## src/hdl/ofpw_pkg.sv

```systemverilog
package ofpw_pkg;

   localparam int FRAME_LEN   = 128;
   localparam int OVERLAP     = 32;
   localparam int NEW_SAMPLES = 96;

   localparam int SAMPLE_W = 16;
   localparam int COEF_W   = 15;
   localparam int WEIGHT_W = 16;
   localparam int VALUE_W  = 17;
   localparam int FRAME_W  = 16;
   localparam int POS_W    = 7;
   localparam int FRESH_W  = 7;
   localparam int OVL_W    = 5;
   localparam int MPY_W    = 32;
   localparam int Y_W      = 33;
   localparam int ACC_W    = 50;

   localparam int CSR_ADDR_W = 3;
   localparam int CSR_DATA_W = 32;

   localparam logic [COEF_W-1:0] COEF_RESET = 15'd31130;

   localparam longint unsigned PHASE_DIV = 64'(FRAME_LEN - 1);

   typedef enum logic {
      CSR_PRE_EMPH_COEF = 1'b0,
      CSR_UNUSED        = 1'b1
   } csr_index_type;

   typedef enum logic [2:0] {
      ST_IDLE,
      ST_READ,
      ST_MUL,
      ST_DIFF,
      ST_WEIGHT,
      ST_PUSH
   } state_type;

   typedef struct packed {
      logic                wr_en;
      logic [OVL_W-1:0]    wr_addr;
      logic [SAMPLE_W-1:0] wr_data;
      logic [OVL_W-1:0]    rd_addr;
   } store_req_type;

   typedef logic [WEIGHT_W-1:0] win_rom_type [FRAME_LEN];

   function automatic win_rom_type build_window();
      win_rom_type       rom;
      longint unsigned   p;
      longint unsigned   x;
      longint unsigned   x2;
      longint unsigned   t;
      longint unsigned   m;
      longint            c;
      longint            w30;
      bit                neg;
      longint unsigned   one_q30;
      one_q30 = 64'h4000_0000;
      for (int i = 0; i < FRAME_LEN; i++) begin
         p = (longint'(i) << 32) / PHASE_DIV;
         neg = 1'b0;
         if (p > 64'h8000_0000) begin
            p = 64'h1_0000_0000 - p;
         end
         if (p > 64'h4000_0000) begin
            p = 64'h8000_0000 - p;
            neg = 1'b1;
         end
         x  = (p * 64'd6746518852 + 64'h8000_0000) >> 32;
         x2 = (x * x + 64'h2000_0000) >> 30;
         t  = one_q30 - x2 / 132;
         t  = one_q30 - ((x2 * t) >> 30) / 90;
         t  = one_q30 - ((x2 * t) >> 30) / 56;
         t  = one_q30 - ((x2 * t) >> 30) / 30;
         t  = one_q30 - ((x2 * t) >> 30) / 12;
         c  = longint'(one_q30) - longint'(((x2 * t) >> 30) / 2);
         if (neg) begin
            c = -c;
         end
         if (c >= 0) begin
            m   = (64'd493921239 * longint'(c)) >> 30;
            w30 = 64'sd579820585 - longint'(m);
         end else begin
            m   = (64'd493921239 * longint'(-c)) >> 30;
            w30 = 64'sd579820585 + longint'(m);
         end
         if (w30 < 0) begin
            w30 = 0;
         end
         rom[i] = WEIGHT_W'((longint'(w30) + 64'h4000) >> 15);
      end
      return rom;
   endfunction

   localparam win_rom_type WIN_ROM = build_window();

endpackage

```

## src/hdl/ofpw_overlap_store.sv

```systemverilog
module ofpw_overlap_store (
   input  logic                           clock,
   input  logic                           reset,
   input  ofpw_pkg::store_req_type        store_req,
   output logic [ofpw_pkg::SAMPLE_W-1:0]  rd_data
);

   logic [ofpw_pkg::SAMPLE_W-1:0] mem [ofpw_pkg::OVERLAP];
   logic [ofpw_pkg::OVERLAP-1:0]  valid_ff;
   logic [ofpw_pkg::OVERLAP-1:0]  valid_in;
   logic [ofpw_pkg::SAMPLE_W-1:0] rd_data_ff;
   logic                          rd_valid_ff;
   logic                          rd_valid_in;

   always_comb begin
      valid_in = valid_ff;
      if (store_req.wr_en) begin
         valid_in[store_req.wr_addr] = 1'b1;
      end
      rd_valid_in = valid_ff[store_req.rd_addr];
   end

   always_ff @(posedge clock) begin
      if (store_req.wr_en) begin
         mem[store_req.wr_addr] <= store_req.wr_data;
      end
      rd_data_ff <= mem[store_req.rd_addr];
   end

   always_ff @(posedge clock) begin
      if (reset) begin
         valid_ff    <= '0;
         rd_valid_ff <= 1'b0;
      end else begin
         valid_ff    <= valid_in;
         rd_valid_ff <= rd_valid_in;
      end
   end

   assign rd_data = rd_valid_ff ? rd_data_ff : '0;

endmodule

```

## src/hdl/overlap_framer_preemph_window_unit.sv

```systemverilog
// Overlapping speech framer with pre-emphasis and Hamming window.
// Request channel: one signed 16-bit sample per transaction (req_valid, req_stall).
// Response channel: one windowed value per transaction, tagged with frame number,
// position in the frame and a frame_last marker (rsp_valid, rsp_stall).
// Each frame is 128 positions: 32 kept from the end of the previous frame and
// 96 fresh samples. The first fresh sample of a frame yields 33 responses (the
// 32 kept positions, then itself); every other sample yields one.
// Each response goes through a four-step sequence: multiply the previous value by
// the coefficient, subtract, multiply by the window weight, round into the output
// register. A new sample is accepted only once the previous one has pushed its
// last response; a frame-start sample reads the overlap store once per kept
// position, before that position's sequence.
// The request side is taken again while the last response waits.
// The CSR port (APB-style, always ready) holds pre_emph_coef at address 0.
// Reset clears the overlap store (valid bits), counters and previous value at
// once and returns the coefficient to 31130. A stalled response holds the
// sequence in its final step; no transaction is lost.
module overlap_framer_preemph_window_unit (
   input  logic                                  clock,
   input  logic                                  reset,
   input  logic                                  req_valid,
   output logic                                  req_stall,
   input  logic signed [ofpw_pkg::SAMPLE_W-1:0]  req_sample_in,
   output logic                                  rsp_valid,
   input  logic                                  rsp_stall,
   output logic [ofpw_pkg::FRAME_W-1:0]          rsp_frame_number,
   output logic [ofpw_pkg::POS_W-1:0]            rsp_position,
   output logic signed [ofpw_pkg::VALUE_W-1:0]   rsp_windowed_value,
   output logic                                  rsp_frame_last,
   input  logic                                  csr_psel,
   input  logic                                  csr_penable,
   input  logic                                  csr_pwrite,
   input  logic [ofpw_pkg::CSR_ADDR_W-1:0]       csr_paddr,
   input  logic [ofpw_pkg::CSR_DATA_W-1:0]       csr_pwdata,
   output logic [ofpw_pkg::CSR_DATA_W-1:0]       csr_prdata,
   output logic                                  csr_pready
);

   ofpw_pkg::state_type state_ff;
   ofpw_pkg::state_type state_in;

   logic [ofpw_pkg::COEF_W-1:0]          coef_ff;
   logic [ofpw_pkg::FRESH_W-1:0]         fresh_ff;
   logic [ofpw_pkg::FRAME_W-1:0]         frame_ff;
   logic signed [ofpw_pkg::SAMPLE_W-1:0] prev_ff;
   logic signed [ofpw_pkg::SAMPLE_W-1:0] sample_ff;
   logic                                 ovl_ff;
   logic [ofpw_pkg::OVL_W-1:0]           idx_ff;
   logic [ofpw_pkg::POS_W-1:0]           pos_ff;
   logic                                 last_ff;
   logic signed [ofpw_pkg::SAMPLE_W-1:0] xs_ff;
   logic signed [ofpw_pkg::MPY_W-1:0]    prod_ff;
   logic signed [ofpw_pkg::Y_W-1:0]      y_ff;
   logic [ofpw_pkg::WEIGHT_W-1:0]        w_ff;
   logic signed [ofpw_pkg::ACC_W-1:0]    acc_ff;

   logic                                 rsp_valid_ff;
   logic [ofpw_pkg::FRAME_W-1:0]         rsp_frame_ff;
   logic [ofpw_pkg::POS_W-1:0]           rsp_pos_ff;
   logic signed [ofpw_pkg::VALUE_W-1:0]  rsp_value_ff;
   logic                                 rsp_last_ff;

   logic                                 req_accept;
   logic                                 out_load;
   logic                                 csr_write;
   logic                                 last_ovl;
   logic signed [ofpw_pkg::SAMPLE_W-1:0] cur_x;
   logic signed [ofpw_pkg::SAMPLE_W-1:0] store_rd;
   logic signed [ofpw_pkg::MPY_W-1:0]    prod_in;
   logic signed [ofpw_pkg::Y_W-1:0]      y_in;
   logic signed [ofpw_pkg::ACC_W-1:0]    acc_in;
   logic signed [ofpw_pkg::ACC_W-1:0]    rnd;
   logic signed [ofpw_pkg::ACC_W-1:0]    val;
   ofpw_pkg::store_req_type              store_req;

   ofpw_overlap_store u_store (
      .clock     (clock),
      .reset     (reset),
      .store_req (store_req),
      .rd_data   (store_rd)
   );

   assign csr_pready = 1'b1;
   assign csr_write  = csr_psel && csr_penable && csr_pwrite && csr_pready;
   assign csr_prdata = (csr_paddr[2] == ofpw_pkg::CSR_PRE_EMPH_COEF)
                       ? ofpw_pkg::CSR_DATA_W'(coef_ff) : '0;

   always_ff @(posedge clock) begin
      if (reset) begin
         coef_ff <= ofpw_pkg::COEF_RESET;
      end else if (csr_write && csr_paddr[2] == ofpw_pkg::CSR_PRE_EMPH_COEF) begin
         coef_ff <= csr_pwdata[ofpw_pkg::COEF_W-1:0];
      end
   end

   // outputs of the sequencer
   always_comb begin
      req_stall = 1'b1;
      out_load  = 1'b0;
      unique case (state_ff)
         ofpw_pkg::ST_IDLE: begin
            req_stall = 1'b0;
         end
         ofpw_pkg::ST_PUSH: begin
            out_load = !rsp_valid_ff || !rsp_stall;
         end
         default: begin
         end
      endcase
   end

   assign req_accept = req_valid && !req_stall;
   assign last_ovl   = idx_ff == ofpw_pkg::OVL_W'(ofpw_pkg::OVERLAP - 1);

   // next state of the sequencer
   always_comb begin
      state_in = state_ff;
      unique case (state_ff)
         ofpw_pkg::ST_IDLE: begin
            if (req_accept) begin
               state_in = (fresh_ff == '0) ? ofpw_pkg::ST_READ : ofpw_pkg::ST_MUL;
            end
         end
         ofpw_pkg::ST_READ:   state_in = ofpw_pkg::ST_MUL;
         ofpw_pkg::ST_MUL:    state_in = ofpw_pkg::ST_DIFF;
         ofpw_pkg::ST_DIFF:   state_in = ofpw_pkg::ST_WEIGHT;
         ofpw_pkg::ST_WEIGHT: state_in = ofpw_pkg::ST_PUSH;
         ofpw_pkg::ST_PUSH: begin
            if (out_load) begin
               if (!ovl_ff) begin
                  state_in = ofpw_pkg::ST_IDLE;
               end else if (last_ovl) begin
                  state_in = ofpw_pkg::ST_MUL;
               end else begin
                  state_in = ofpw_pkg::ST_READ;
               end
            end
         end
         default: state_in = ofpw_pkg::ST_IDLE;
      endcase
   end

   always_comb begin
      store_req.wr_en   = req_accept &&
         (fresh_ff >= ofpw_pkg::FRESH_W'(ofpw_pkg::NEW_SAMPLES - ofpw_pkg::OVERLAP));
      store_req.wr_addr = ofpw_pkg::OVL_W'(fresh_ff -
         ofpw_pkg::FRESH_W'(ofpw_pkg::NEW_SAMPLES - ofpw_pkg::OVERLAP));
      store_req.wr_data = req_sample_in;
      store_req.rd_addr = idx_ff;
   end

   assign cur_x   = ovl_ff ? store_rd : sample_ff;
   assign prod_in = $signed({1'b0, coef_ff}) * prev_ff;
   assign y_in    = (ofpw_pkg::Y_W'(xs_ff) <<< 15) - ofpw_pkg::Y_W'(prod_ff);
   assign acc_in  = y_ff * $signed({1'b0, w_ff});
   assign rnd     = acc_ff + (ofpw_pkg::ACC_W'(1) <<< 29);
   assign val     = rnd >>> 30;

   always_ff @(posedge clock) begin
      if (reset) begin
         state_ff     <= ofpw_pkg::ST_IDLE;
         fresh_ff     <= '0;
         frame_ff     <= '0;
         prev_ff      <= '0;
         ovl_ff       <= 1'b0;
         idx_ff       <= '0;
         rsp_valid_ff <= 1'b0;
      end else begin
         state_ff <= state_in;
         if (req_accept && fresh_ff == '0) begin
            frame_ff <= frame_ff + 1'b1;
            ovl_ff   <= 1'b1;
            idx_ff   <= '0;
         end else if (req_accept) begin
            ovl_ff <= 1'b0;
         end
         if (state_ff == ofpw_pkg::ST_MUL) begin
            prev_ff <= cur_x;
         end
         if (out_load) begin
            if (ovl_ff) begin
               if (last_ovl) begin
                  ovl_ff <= 1'b0;
               end else begin
                  idx_ff <= idx_ff + 1'b1;
               end
            end else begin
               fresh_ff <= last_ff ? '0 : fresh_ff + 1'b1;
            end
         end
         if (out_load) begin
            rsp_valid_ff <= 1'b1;
         end else if (!rsp_stall) begin
            rsp_valid_ff <= 1'b0;
         end
      end
   end

   always_ff @(posedge clock) begin
      if (req_accept) begin
         sample_ff <= req_sample_in;
      end
      if (state_ff == ofpw_pkg::ST_MUL) begin
         prod_ff <= prod_in;
         xs_ff   <= cur_x;
         if (ovl_ff) begin
            pos_ff  <= ofpw_pkg::POS_W'(idx_ff);
            last_ff <= 1'b0;
         end else begin
            pos_ff  <= ofpw_pkg::POS_W'(ofpw_pkg::OVERLAP) + fresh_ff;
            last_ff <= fresh_ff == ofpw_pkg::FRESH_W'(ofpw_pkg::NEW_SAMPLES - 1);
         end
      end
      if (state_ff == ofpw_pkg::ST_DIFF) begin
         y_ff <= y_in;
         w_ff <= ofpw_pkg::WIN_ROM[pos_ff];
      end
      if (state_ff == ofpw_pkg::ST_WEIGHT) begin
         acc_ff <= acc_in;
      end
      if (out_load) begin
         rsp_frame_ff <= frame_ff;
         rsp_pos_ff   <= pos_ff;
         rsp_value_ff <= val[ofpw_pkg::VALUE_W-1:0];
         rsp_last_ff  <= last_ff;
      end
   end

   assign rsp_valid          = rsp_valid_ff;
   assign rsp_frame_number   = rsp_frame_ff;
   assign rsp_position       = rsp_pos_ff;
   assign rsp_windowed_value = rsp_value_ff;
   assign rsp_frame_last     = rsp_last_ff;

`ifndef NO_ASSERTIONS
   a_accept_starts_work: assert property (@(posedge clock) disable iff (reset)
      req_accept |=> state_ff != ofpw_pkg::ST_IDLE)
      else $error("accepted transaction started no work");

   a_last_at_frame_end: assert property (@(posedge clock) disable iff (reset)
      out_load && last_ff |-> pos_ff == ofpw_pkg::POS_W'(ofpw_pkg::FRAME_LEN - 1))
      else $error("frame_last away from final position");

   a_fresh_in_range: assert property (@(posedge clock) disable iff (reset)
      fresh_ff < ofpw_pkg::FRESH_W'(ofpw_pkg::NEW_SAMPLES))
      else $error("fresh count out of range");

   a_store_read_first: assert property (@(posedge clock) disable iff (reset)
      state_ff == ofpw_pkg::ST_MUL && ovl_ff |-> $past(state_ff) == ofpw_pkg::ST_READ)
      else $error("overlap position used without store read");
`endif

endmodule
```

## config.mk

```make
export PLATFORM = sky130hd
export DESIGN_NAME = overlap_framer_preemph_window_unit
export DESIGN_NICKNAME = d
export VERILOG_FILES = /design/src/hdl/ofpw_pkg.sv /design/src/hdl/ofpw_overlap_store.sv /design/src/hdl/overlap_framer_preemph_window_unit.sv
export SDC_FILE = /design/constraint.sdc
export NUM_CORES = 2
export LEC_CHECK = 0
export ABC_CLOCK_PERIOD_IN_PS = 14000
export BUFFER_PORTS_ARGS = -buffer_cell sky130_fd_sc_hd__buf_2
export CAP_MARGIN = 10
export CORE_MARGIN = 2
export CORE_UTILIZATION = 45
export CTS_CLUSTER_DIAMETER = 40
export DETAILED_ROUTE_END_ITERATION = 16
export GPL_ROUTABILITY_DRIVEN = 0
export HOLD_SLACK_MARGIN = 0.03
export PLACE_DENSITY = 0.72
export SLEW_MARGIN = 20
export SYNTH_ARGS = -nofsm -noshare
export SYNTH_HDL_FRONTEND = slang
export SYNTH_SLANG_ARGS = --single-unit
```

## constraint.sdc

```tcl
create_clock -name clock -period 14 [get_ports clock]
set_input_delay 1.4 -clock clock [delete_from_list [all_inputs] [get_ports clock]]
set_output_delay 1.4 -clock clock [all_outputs]
set_load 0.01 [all_outputs]
```

* Yosys cells after proc, flatten, opt, wreduce, memory -nomap -nowiden
Memory sizes are Yosys's and may differ from the RTL's. A register that Yosys moved wholly into a read port is not among the register bits. Cells that the tools add are included.
Operators by class: add/subtract/negate cells 7, multiply operators 2, $lt $le $gt $ge 4, equal/unequal tests 10, muxes and demuxes 30, bitwise operators 4, reductions and logical operators 14
Operator list (number):
- 47-bit by 31-bit adder with 47-bit output (second input constant) | 1
- 33-bit by 17-bit multiplier with 47-bit output | 1
- 31-bit by 32-bit subtractor with 33-bit output | 1
- 16-bit by 16-bit multiplier with 32-bit output | 1
- 16-bit two-way mux | 2
- 32-bit OR | 1
- 5-bit two-way mux | 5
- 3-bit one-hot mux with 6 select lines | 1
- 16-bit by 1-bit adder with 16-bit output (second input constant) | 1
- 15-bit two-way mux | 1
- 1-bit two-way mux | 13
- 5-bit by 6-bit less-than comparator with 1-bit output (second input constant) | 2
- 7-bit inverter with 8-bit output | 1
- 6-bit by 7-bit adder with 7-bit output (first input constant) | 1
- 7-bit by 1-bit adder with 7-bit output (second input constant) | 1
- 7-bit == test (second input constant) | 1
- 7-bit >= comparator (second input constant) | 1
- 1-bit logical AND | 7
- 7-bit logical NOT | 1
- 7-bit two-way mux | 1
- 3-bit by 2-bit == test with 1-bit output (second input constant) | 2
- 3-bit == test (second input constant) | 2
- 2-bit two-way mux | 3
- 3-bit two-way mux | 2
- 14 further kinds | 18
Word-level totals: bits in registers 290, memory bits (writable) 512, ROM bits 2048, input bits 58, output and inout bits 76, word-level logic and storage cells 95, memories 2
Memories:
- (name not given) | depth 128, bits a word 16, rd ports 1, clocked after Yosys merged registers in 1, write ports 0, RTL line overlap_framer_preemph_window_unit.sv:216 | w_ff <= ofpw_pkg::WIN_ROM[pos_ff];
- u_store.mem | depth 32, bits a word 16, rd ports 1, clocked after Yosys merged registers in 1, write ports 1, RTL line ofpw_overlap_store.sv:8 | logic [ofpw_pkg::SAMPLE_W-1:0] mem [ofpw_pkg::OVERLAP];

* Logic depth before layout (Yosys ltp)
depth in word-level cells 7, gate-level depth with buffers 25, depth with buffers taken out 23

* Hierarchy
From an unflattened synthesis, not the netlist that was laid out.
Second synthesis, totals: cell total of the unflattened synthesis 4970, area, all modules 58217.1 um^2
Modules (own cells, without submodules):
- overlap_framer_preemph_window_unit | times used 1, cells an instance 4038, area an instance 36998.0 um^2, sequential area each 6656.4 um^2
- ofpw_overlap_store | times used 1, cells an instance 932, area an instance 21219.1 um^2, sequential area each 16355.7 um^2

* Least setup slack after synthesis
No wires, ideal clock.
path type reg2reg, start point register coef_ff[12] in the netlist's numbering, end point register prod_ff[31] in the netlist's numbering (data pin), setup time 256 ps, arrival time 6036 ps, data required time 13744 ps, setup slack 7708 ps, cell stages (with the launch flop) 22, buffers on the path 2, clock period less this slack 6292 ps, path through dfxtp_1 > clkbuf_1 > clkbuf_1 > nand2_1 > fa_1 > fa_1 > inv_1 > fa_1 > fa_1 > fa_1 > inv_1 > fa_1 > inv_1 > ha_1 > a2111oi_0 > nor2b_1 > o311ai_1 > a31oi_1 > nor2_1 > a211o_1 > a2111o_1 > o211a_1
On the way: cells in the longest elaborated chain, start to end 1
Ends and longest elaborated chain:
- start: declaration | RTL line overlap_framer_preemph_window_unit.sv:42 | logic [ofpw_pkg::COEF_W-1:0] coef_ff;
- start signal: assignment | RTL line overlap_framer_preemph_window_unit.sv:90 | coef_ff <= ofpw_pkg::COEF_RESET;
- start signal: assignment | RTL line overlap_framer_preemph_window_unit.sv:92 | coef_ff <= csr_pwdata[ofpw_pkg::COEF_W-1:0];
- 16-bit by 16-bit multiplier with 32-bit output | RTL line overlap_framer_preemph_window_unit.sv:153 | assign prod_in = $signed({1'b0, coef_ff}) * prev_ff;
- named net prod_in (one bit) | RTL line overlap_framer_preemph_window_unit.sv:69 | logic signed [ofpw_pkg::MPY_W-1:0] prod_in;
- end signal: assignment | RTL line overlap_framer_preemph_window_unit.sv:204 | prod_ff <= prod_in;
- end: declaration | RTL line overlap_framer_preemph_window_unit.sv:52 | logic signed [ofpw_pkg::MPY_W-1:0] prod_ff;
The timed path passes the listed nets, and every way through them passes these cells. A chain may end at the register's enable or synchronous reset.

* Worst setup path in the final report
start point register prev_ff[8] in the netlist's numbering, end point register prod_ff[31] in the netlist's numbering (data pin)
On the way: cells in the longest elaborated chain, start to end 1
Ends and longest elaborated chain:
- start: declaration | RTL line overlap_framer_preemph_window_unit.sv:45 | logic signed [ofpw_pkg::SAMPLE_W-1:0] prev_ff;
- start signal: assignment | RTL line overlap_framer_preemph_window_unit.sv:178 | prev_ff <= cur_x;
- 16-bit by 16-bit multiplier with 32-bit output | RTL line overlap_framer_preemph_window_unit.sv:153
- named net prod_in (one bit) | RTL line overlap_framer_preemph_window_unit.sv:69
The timed path passes the listed nets, and every way through them passes these cells.

==> results.toml <==
[sta]
tightest_slew_ns = 1.08
maxSlewViolCount = 0
setup_violations = 0
finalCritPeriodShare = 0.523
tns_ns = 0
rsz0062_at_grt = "false"
finalClockSkew_ns = 0.0719
fin_crit_ns = 7.32
hold_violations = 0
holdWs_ns = 0.457
fmax_mhz = 137
slew_headroom = 0.283

[power_and_ir_drop]
powerDensity_nw_per_um2 = 135
pwr-share-comb = 0.380
p_leak_nw = 26.1
ir_worst_vdd_mv = 0.125
power.share.clock = 0.295
p_sw_frac = 0.350
p_int_w = 0.00563
p_seq_frac = 0.325
switching_power_w = 0.00304
power_w = 0.00866

[clock_network]
cts_resized = 0
clk_latency_ns = 0.74
cts_tree = "yes"
cts-root-buf = "clkbuf_16"
cts_buffers = 98
h-tree-depth = 3
cts_sinks = 804
clockBufferDepth = 3
clkTransAtPathRegs_ns = 0.05
cts_setup_buffers = 0
hold_buffers = 0

[yosys]
synthMuxAreaShare = 0.0522
synth_area_leaders = "edfxtp_1 36%, fa_1 22%, ha_1 5.8%"
synth_compound_area_frac = 0.0668
synth_common_cells = "819 x inv_1, 701 x nand2_1, 691 x edfxtp_1, 631 x fa_1, 309 x nor2_1"
synth_top_area_cell = "edfxtp_1"
synth_top_area_frac = 0.355
post_synth_fa_ha_maj_area_fraction = 0.275
syn_area_um2 = 58400
synth_top_family_by_area = "adder cells"
synth.yosys.seq_area_share = 0.394
synthCells = 5294
synth_warnings = 0
synth-main-ff-cell = "edfxtp_1"
synth_edf_count = 691
synthMostInstantiatedCell = "inv_1"
synth_area_per_cell_um2 = 11.0
ys_async_sr_fraction = 0
yosysUniqueCellTypes = 86
synth-xor-area-share = 0.0181
synth_seq_cells = 804
synthSimpleGateAreaFrac = 0.122

[global_routing]
gr-usage-all-layers = 0.210
grt_start_max_net_pins = 108
grt_pass1_wl_um = 219000
grt_pass1_vias = 40000
antenna_found_initial = 5
grt_overflow = 0

[route]
vias = 39000
postRouteWirelength_um = 138000
drc = 0
drtAntennaViolNets = 0
first_pass_iters = 6
wire_per_inst_um = 19.3
first_iter_violations = 3876
viasPerCell = 5.47

[placed_design]
hpwl_um = 95200
place_area_um2 = 60600
io_buffers = 96

[setup_path]
crit_start = "prev_ff[8]"
startpoint_type = "flip-flop"
end_kind = "flip-flop"
worstSetupPathType = "flip-flop to flip-flop"
crit_arrival_ns = 7.72
crit_top_cell = "fa_1"
cp_top_family = "adder cells"
regToRegStartpoint = "prev_ff[8]"
critPathBufInv = 5
path_cells = "nand2_1 -> fa_1 -> inv_1 -> fa_1 -> inv_1 -> fa_1 -> inv_1 -> fa_1 -> fa_1 -> inv_1 -> fa_1 -> inv_1 -> ha_1 -> a2111oi_0 -> o21ai_0 -> a31oi_1 -> nor2_1 -> a211o_1 -> a2111o_1 -> o211a_1"
slowest_delay_ns = 0.96
cp_slowest_cell = "dfxtp_1"
required_ns = 14.40
cp_max_fo = 16

[final_layout]
synthToLayoutAreaGrowth_pct = 9.65
fillers = 11300
fin_nets = 6266
stdcell_area_um2 = 64100
post_route_cells_drive_above_1_share = 0.0802

[die]
floorplan.die_area_um2 = 133000
pin_count = 134
row_count = 132
die_width_um = 364
dieHeight_um = 364
start_util = 0.452
design.core.area_um2 = 129000

[worst_hold_path]
hp-class = "flip-flop to flip-flop"
hold_start = "frame_ff[15]"

[job]
cap_violations = 0

[status]
status = "finished, final reports clean"
-- metal layers --
layer	global-route usage	share of wire	vias up
met5	0	0.000094	-
li1	-	-	17500
met4	0.0582	0.027	2
met2	0.351	0.48	1689
met3	0.0352	0.082	257
met1	0.283	0.41	19600
-- power groups by stage --
stage                     Combinational [W]  Sequential (W)  Clock, W
final                               0.00329         0.00281   0.00256
after global routing                0.00376         0.00282   0.00269
after CTS                           0.00328         0.00281   0.00260
after detailed placement            0.00326         0.00286         0
after global placement              0.00317         0.00286         0
after floorplan                     0.00248         0.00282         0
-- worst paths after layout --
path	end	slack, ns	depth (start not counted)
setup / recovery	prod_ff[31]	6.68	20
hold / removal	rsp_frame_number[15]	0.46	0
setup reg to reg	prod_ff[31]	6.68	20
hold reg to reg	rsp_frame_number[15]	0.46	0
-- state kept, by name (all words and copies together) (netlist names), 3 cells and up --
name,cells
u_store.mem,512
y_ff,33
prod_ff,32
u_store.valid_ff,32
acc_ff,18
rsp_windowed_value,17
frame_ff,16
prev_ff,16
rsp_frame_number,16
sample_ff,16
u_store.rd_data_ff,16
xs_ff,16
coef_ff,15
w_ff,15
fresh_ff,7
pos_ff,7
rsp_position,7
idx_ff,5
state_ff,3
-- metrics by stage --
step,instances,worst slack (ns),utilization
finish,7130,6.68,0.496
floorplan,5310,7.71,-
detailed placement,6946,6.78,0.470
global route,7130,6.31,0.496
CTS,7129,6.71,0.496
global placement,6945,6.80,0.469
-- area by class of cell --
type,instances,area (um^2),area share
sequential,804,23000,0.359
multi-input combinational,3409,31300,0.489
timing repair buffer,169,1060,0.0166
inverter,822,3090,0.0482
tap,1742,2180,0.0340
clock buffer,122,2660,0.0415
antenna,1,2.50,0.0000391
clock inverter,61,752,0.0117
-- cells by family after synthesis --
group,Yosys count
XOR/XNOR,121
flip-flops,804
buffers and inverters,1097
adder cells (fa/ha/maj),904
multiplexers,218
other,2
AO/OA/AOI/OAI,600
AND/OR/NAND/NOR,1548
-- cells in the final DEF (no fill, tap or decap), types with 57 or more instances in the layout --
cell type / netlist / routed
ha_1: 273 / 273
mux2i_1: 144 / 144
nand2_1: 701 / 700
fa_1: 631 / 631
edfxtp_1: 691 / 691
buf_2: 12 / 95
and2_1: 275 / 275
xnor2_1: 78 / 78
clkbuf_16: 0 / 101
a21oi_1: 155 / 155
inv_1: 819 / 818
o221ai_1: 57 / 57
nor2_1: 309 / 308
buf_4: 18 / 72
o21ai_0: 140 / 140
mux4_2: 69 / 69
dfxtp_1: 113 / 110
No activity file was read; power rests on OpenSTA's default activity.
